<file path="src/lfu_page_replacement_defines.svh">
// ----------------------------------------------------------------------------
// LFU page replacement: assertion macros
// Shared assertion wrappers; empty when SYNTHESIS is defined.
// ----------------------------------------------------------------------------
`ifndef LFU_PAGE_REPLACEMENT_DEFINES_SVH
`define LFU_PAGE_REPLACEMENT_DEFINES_SVH

`ifndef SYNTHESIS

// checked on every edge outside reset
`define LFU_ASSERT(lbl, prop, msg) \
    lbl: assert property (@(posedge aclk) disable iff (!aresetn) prop) else $error(msg);

// checked on every edge, reset included
`define LFU_ASSERT_NORST(lbl, prop, msg) \
    lbl: assert property (@(posedge aclk) prop) else $error(msg);

`else

`define LFU_ASSERT(lbl, prop, msg)
`define LFU_ASSERT_NORST(lbl, prop, msg)

`endif

`endif

</file>
<file path="src/lfu_pkg.sv">
// ----------------------------------------------------------------------------
// LFU page replacement package
// Sizes, controller states and the command/status structs.
// ----------------------------------------------------------------------------
package lfu_pkg;

    localparam int NUM_PAGES  = 256;
    localparam int PAGE_W     = 8;
    localparam int MAX_FRAMES = 16;
    localparam int FRAME_W    = 4;
    localparam int FILL_W     = 5;
    localparam int CFG_W      = 5;
    localparam int COUNT_BITS = 16;
    localparam int TOTAL_W    = 32;

    localparam int IN_TDATA_W   = 8;
    localparam int OUT_FIELDS_W = 1 + FRAME_W + 1 + PAGE_W + 2 * TOTAL_W;
    localparam int OUT_TDATA_W  = ((OUT_FIELDS_W + 7) / 8) * 8;
    localparam int OUT_PAD_W    = OUT_TDATA_W - OUT_FIELDS_W;

    localparam logic [CFG_W-1:0] FRAMES_RESET = CFG_W'(MAX_FRAMES);

    typedef enum logic [2:0] {
        ST_IDLE,
        ST_LOOKUP,
        ST_DECIDE,
        ST_SCAN,
        ST_UPDATE
    } lfu_state_t;

    typedef struct packed {
        logic load;        // latch the requested page
        logic lookup;      // read frame and count of the page
        logic capture;     // hold lookup results
        logic scan_start;  // begin minimum-count search
        logic commit;      // write tables, load result register
    } lfu_cmd_t;

    typedef struct packed {
        logic hit;
        logic fill_avail;
        logic scan_done;
        logic out_free;
    } lfu_stat_t;

endpackage

</file>
<file path="src/lfu_ctrl.sv">
// ----------------------------------------------------------------------------
// LFU controller
// Sequences lookup, victim search and table update for one item at a time.
// ----------------------------------------------------------------------------
module lfu_ctrl (
    input  logic              aclk,
    input  logic              aresetn,
    input  logic              s_valid,
    output logic              s_ready,
    input  lfu_pkg::lfu_stat_t stat,
    output lfu_pkg::lfu_cmd_t  cmd
);
    import lfu_pkg::*;

    lfu_state_t state_reg;
    lfu_state_t state_next;

    always_ff @(posedge aclk) begin
        if (!aresetn) begin
            state_reg <= ST_IDLE;
        end else begin
            state_reg <= state_next;
        end
    end

    always_comb begin
        state_next = state_reg;
        cmd        = '0;
        s_ready    = 1'b0;
        case (state_reg)
            ST_IDLE: begin
                s_ready = 1'b1;
                if (s_valid) begin
                    cmd.load   = 1'b1;
                    state_next = ST_LOOKUP;
                end
            end
            ST_LOOKUP: begin
                cmd.lookup = 1'b1;
                state_next = ST_DECIDE;
            end
            ST_DECIDE: begin
                cmd.capture = 1'b1;
                if (stat.hit || stat.fill_avail) begin
                    state_next = ST_UPDATE;
                end else begin
                    cmd.scan_start = 1'b1;
                    state_next     = ST_SCAN;
                end
            end
            ST_SCAN: begin
                if (stat.scan_done) begin
                    state_next = ST_UPDATE;
                end
            end
            ST_UPDATE: begin
                // wait for the result register to free up
                if (stat.out_free) begin
                    cmd.commit = 1'b1;
                    state_next = ST_IDLE;
                end
            end
            default: begin
                state_next = ST_IDLE;
            end
        endcase
    end

endmodule

</file>
<file path="config.mk">
export PLATFORM = sky130hd
export DESIGN_NAME = lfu_ctrl
export DESIGN_NICKNAME = d
export VERILOG_FILES = /design/src/lfu_page_replacement_defines.svh /design/src/lfu_pkg.sv /design/src/lfu_ctrl.sv
export SDC_FILE = /design/constraint.sdc
export NUM_CORES = 1
export LEC_CHECK = 0
export BUFFER_PORTS_ARGS = -buffer_cell sky130_fd_sc_hd__buf_2
export CAP_MARGIN = 20
export CORE_AREA = 2 2 39 41
export DETAILED_ROUTE_END_ITERATION = 8
export DIE_AREA = 0 0 41 43
export GPL_TIMING_DRIVEN = 1
export PLACE_DENSITY = 0.43
export SYNTH_ARGS = -nofsm -noshare
export SYNTH_HDL_FRONTEND = slang
export SYNTH_SLANG_ARGS = --single-unit
</file>
<file path="constraint.sdc">
create_clock -name aclk -period 2.6 [get_ports aclk]
set_input_delay 0 -clock aclk [delete_from_list [all_inputs] [get_ports aclk]]
set_output_delay 0 -clock aclk [all_outputs]
set_load 0.05 [all_outputs]
</file>
* After elaboration in Yosys (flattened, before gate mapping)
Index checks and enable logic that the tools add are counted. W data, S select, Z words.
Word-level totals: register bits 3, input port bits 7, output and inout bits 6, word-level logic and storage cells 24
Operators by class: equality and inequality tests 7, mux-type cells 13, reduce and logical (&&, ||, !) cells 3
Operators by type and width (count):
- $pmux W3 S5 | 1
- $mux W3 | 4
- $mux W1 | 7
- $eq A3 B2 Y1 const B | 2
- $ne A2 B2 Y1 const B | 3
- $eq A3 B1 Y1 const B | 1
- $eq A3 B3 Y1 const B | 1
- $logic_not A3 Y1 | 1
- $reduce_and A3 Y1 | 1
- $mux W2 | 1
- $logic_or A1 B1 Y1 | 1

* Logic depth before layout (Yosys ltp)
depth after elaboration 3, gate-level depth with buffers 4, mapped depth without buffers 3

* Worst setup path before layout
OpenSTA, ideal clock, no wires.
kind reg2out, start register state_reg[1], end output cmd[1] (netlist name), arrival 2.902 ns, setup slack -0.302 ns, cell stages (with the launch flop) 4, path buffers 1, path through dfxtp_1 -> buf_4 -> nor3b_1 -> nor3b_1
RTL lines:
- from (decl) | line lfu_ctrl.sv:15 | lfu_state_t state_reg;
- from (signal assigned) | line lfu_ctrl.sv:22 | state_reg <= state_next;
- to (decl) | line lfu_ctrl.sv:11 | output lfu_pkg::lfu_cmd_t cmd

==> key figures <==
Critical path
  – R2R setup slack: 1.43 ns
  – Required time worst endpoint: 2.60 ns
  – Critical Path AT: 1.48 ns
  – CP Class: reg2out
  – R2r endpoint: state_reg[2]
  – CP Max Fanout: 11
  – Critical Path Source Type: flop
  – RR Startpoint: state_reg[0]
  – Setup crit end kind: primary output
  – R2R depth: 3

Clocking
  – Skew-Pair Late Insertion Delay: 0.23 ns
  – H-tree depth: 1
  – Reg clk slew, reported paths: 0.04 ns
  – Clk root buf: clkbuf_4
  – Cts hold-fix bufs: 1
  – CTS tree: built
  – Cts bufs inserted: 3
  – Post-CTS Setup Inserts: 0
  – # clock sinks: 3
  – Clk buf depth: 2
  – PostCTS Resize Cnt: 0

Synthesis
  – Yosys top cell by area: dfxtp_1
  – Synthesized cell area: 228 sq um
  – Total nets after synthesis: 35
  – Sequential share of the synthesized area: 0.264
  – #FFs+latches synth: 3
  – Avg Inst Size Synth: 8.13 sq um
  – Cell variety after synth: 18
  – Dominant cells by area after synthesis: dfxtp_1 26%, nor3b_1 13%, a21oi_1 6.6%
  – Top-area cell type share of the netlist area: 0.264
  – Yosys warns: 0
  – Synth Instances: 28

Floorplanning
  – Starting Density: 0.165
  – IO Pins: 13
  – Core area: 1380 sq um
  – Row count: 14
  – Die W: 41 microns
  – DIE AREA: 1760 sq um
  – Die Y: 43 microns

Detailed routing
  – DR vias/cell: 4.08
  – Via count: 241
  – DRT antenna net count: 0
  – Avg WL per Cell: 8.76 microns
  – First-pass detailed-route iteration total: 2
  – Remaining DRCs: 0
  – First DRT Iteration DRCs: 1
  – WL final: 517 microns

Final layout
  – Max FFs per register: 3
  – Nets: 51
  – Post-route non-filler standard cell count: 59
  – Area Growth Syn to Fin: 45.1%
  – Share of cells above drive strength 1: 0.395
  – Layout fillers: 163
  – Number of diodes: 0

Power
  – Worst vdd ir: 227 uV
  – Pwr Density: 643 nW/um^2
  – Pleak: 0.000142 uW

STA
  – Skew final: 0.00130 ns
  – Max-slew violations: 0
  – RSZ-0062 raised after global routing: false
  – Setup TNS: 0 ns
  – Slew @ Worst Pin: 0.311 ns
  – Hold slack final: 0.0442 ns
  – Tcrit/Tclk final: 0.569
  – Max transition margin: 0.793
  – Final Hold Viols: 0
  – Count of final setup violators: 0
  – FMAX: 676 MHz
  – Min Tclk post-route: 1.48 ns

Global route
  – First-pass GRT wire length: 869 microns
  – Total gr overflow: 0
  – Pin count of the biggest net entering global routing: 12
  – Initial antenna violation count: 0
  – All-Layer GR Usage: 0.0721
  – Vias in the first global route: 226

Hold path
  – Hold Path Origin: aresetn
  – Hold crit path type: in2reg
  – Worst hold stages: 3
  – Worst Hold Endpoint: state_reg[0]

Outcome
  – Status: complete, no violations

Place
  – Placer Congestion: 0.645
  – Placed insts: 54
  – Input/output buffers: 12

Job
  – MaxCap Viol Count: 0
[synth_stat cells, drive strengths merged]
| library cell | number |
|---|---|
| nand3b | 1 |
| buf | 2 |
| a21oi | 3 |
| nor2b | 1 |
| a311oi | 1 |
| and2 | 1 |
| dfxtp | 3 |
| o2111ai | 1 |
| nand2 | 1 |
| nor2 | 2 |
| nand2b | 1 |
| or3 | 1 |
| or3b | 1 |
| o21bai | 1 |
| nor3b | 4 |
| nor3 | 3 |
| inv | 1 |
[worst max path at each step]
stage | slack, ns | cells after the start | from | to
after floorplan | 0.11 | 3 | state_reg[1] | cmd[1]
after global placement | 1.38 | 3 | state_reg[1] | cmd[1]
after detailed placement | 1.40 | 3 | state_reg[1] | cmd[1]
after CTS | 1.13 | 3 | state_reg[1] | cmd[1]
after global routing | 1.03 | 3 | state_reg[1] | cmd[1]
final | 1.12 | 3 | state_reg[1] | cmd[1]
[kinds of logic (layout without fill, tap and decap cells)]
logic type | after synthesis | count (layout) | share of synthesized area
AO/OA/AOI/OAI | 6 | 6 | 0.176
buffers and inverters | 3 | 18 | 0.0989
flip-flops | 3 | 3 | 0.264
AND/OR/NAND/NOR | 16 | 16 | 0.462
[worst max-delay path, cell delays in order (launching register included)]
cell	delay [ns]
dfxtp_1	0.49
nor3b_1	0.29
nor3b_2	0.19
buf_2	0.27
[stage by stage]
| step | power, uW | util | setup slack [ns] | area (sq um) |
|---|---|---|---|---|
| finish | 212 | 0.239 | 1.12 | 330 |
| global route | 228 | 0.239 | 1.03 | 330 |
| CTS | 219 | 0.239 | 1.13 | 330 |
| detailed placement | 132 | 0.212 | 1.40 | 294 |
| global placement | 134 | 0.212 | 1.38 | 294 |
| floorplan | 118 | - | 0.111 | 233 |
[final cells by class]
cell class	count	area, sq um	area share
flip-flops and latches	3	60.1	0.182
clock buffers	4	26.3	0.0795
inverters	1	3.75	0.0114
multi-input cells	22	150	0.455
repair buffers	13	70.1	0.212
well taps	16	20.0	0.0606
[power breakdown]
part | switching [uW] | leakage [uW] | internal, uW
Sequential | 9.33 | 0.0000247 | 50.8
Combinational | 48.0 | 0.000103 | 24.3
Clock | 22.5 | 0.0000150 | 57.4
[metal layers]
metal / vias to the layer above / GRT usage / part of all wire
met5: - / 0 / 0
met4: 0 / 0.0400 / 0
met3: 0 / 0.0314 / 0.056
met1: 105 / 0.0863 / 0.48
met2: 5 / 0.103 / 0.47
li1: 131 / - / -
[cells in the final DEF, fill, tap and decap left out]
| cell | synthesis | layout |
|---|---|---|
| nand2b_4 | 1 | 1 |
| dlygate4sd3_1 | 0 | 1 |
| nor2b_1 | 1 | 1 |
| nor3_1 | 3 | 3 |
| clkbuf_4 | 0 | 3 |
| nand2_1 | 1 | 1 |
| nand3b_1 | 1 | 1 |
| a21oi_1 | 3 | 3 |
| o21bai_1 | 1 | 1 |
| or3_1 | 1 | 1 |
| o2111ai_1 | 1 | 1 |
| dfxtp_1 | 3 | 3 |
| inv_1 | 1 | 1 |
| and2_1 | 1 | 1 |
| nor3b_2 | 0 | 1 |
| clkbuf_1 | 0 | 1 |
| a311oi_1 | 1 | 1 |
| buf_2 | 0 | 12 |
| or3b_1 | 1 | 1 |
| nor2_1 | 2 | 2 |
| nor3b_1 | 4 | 3 |
Note: power is estimated with default switching activity, not from simulation.
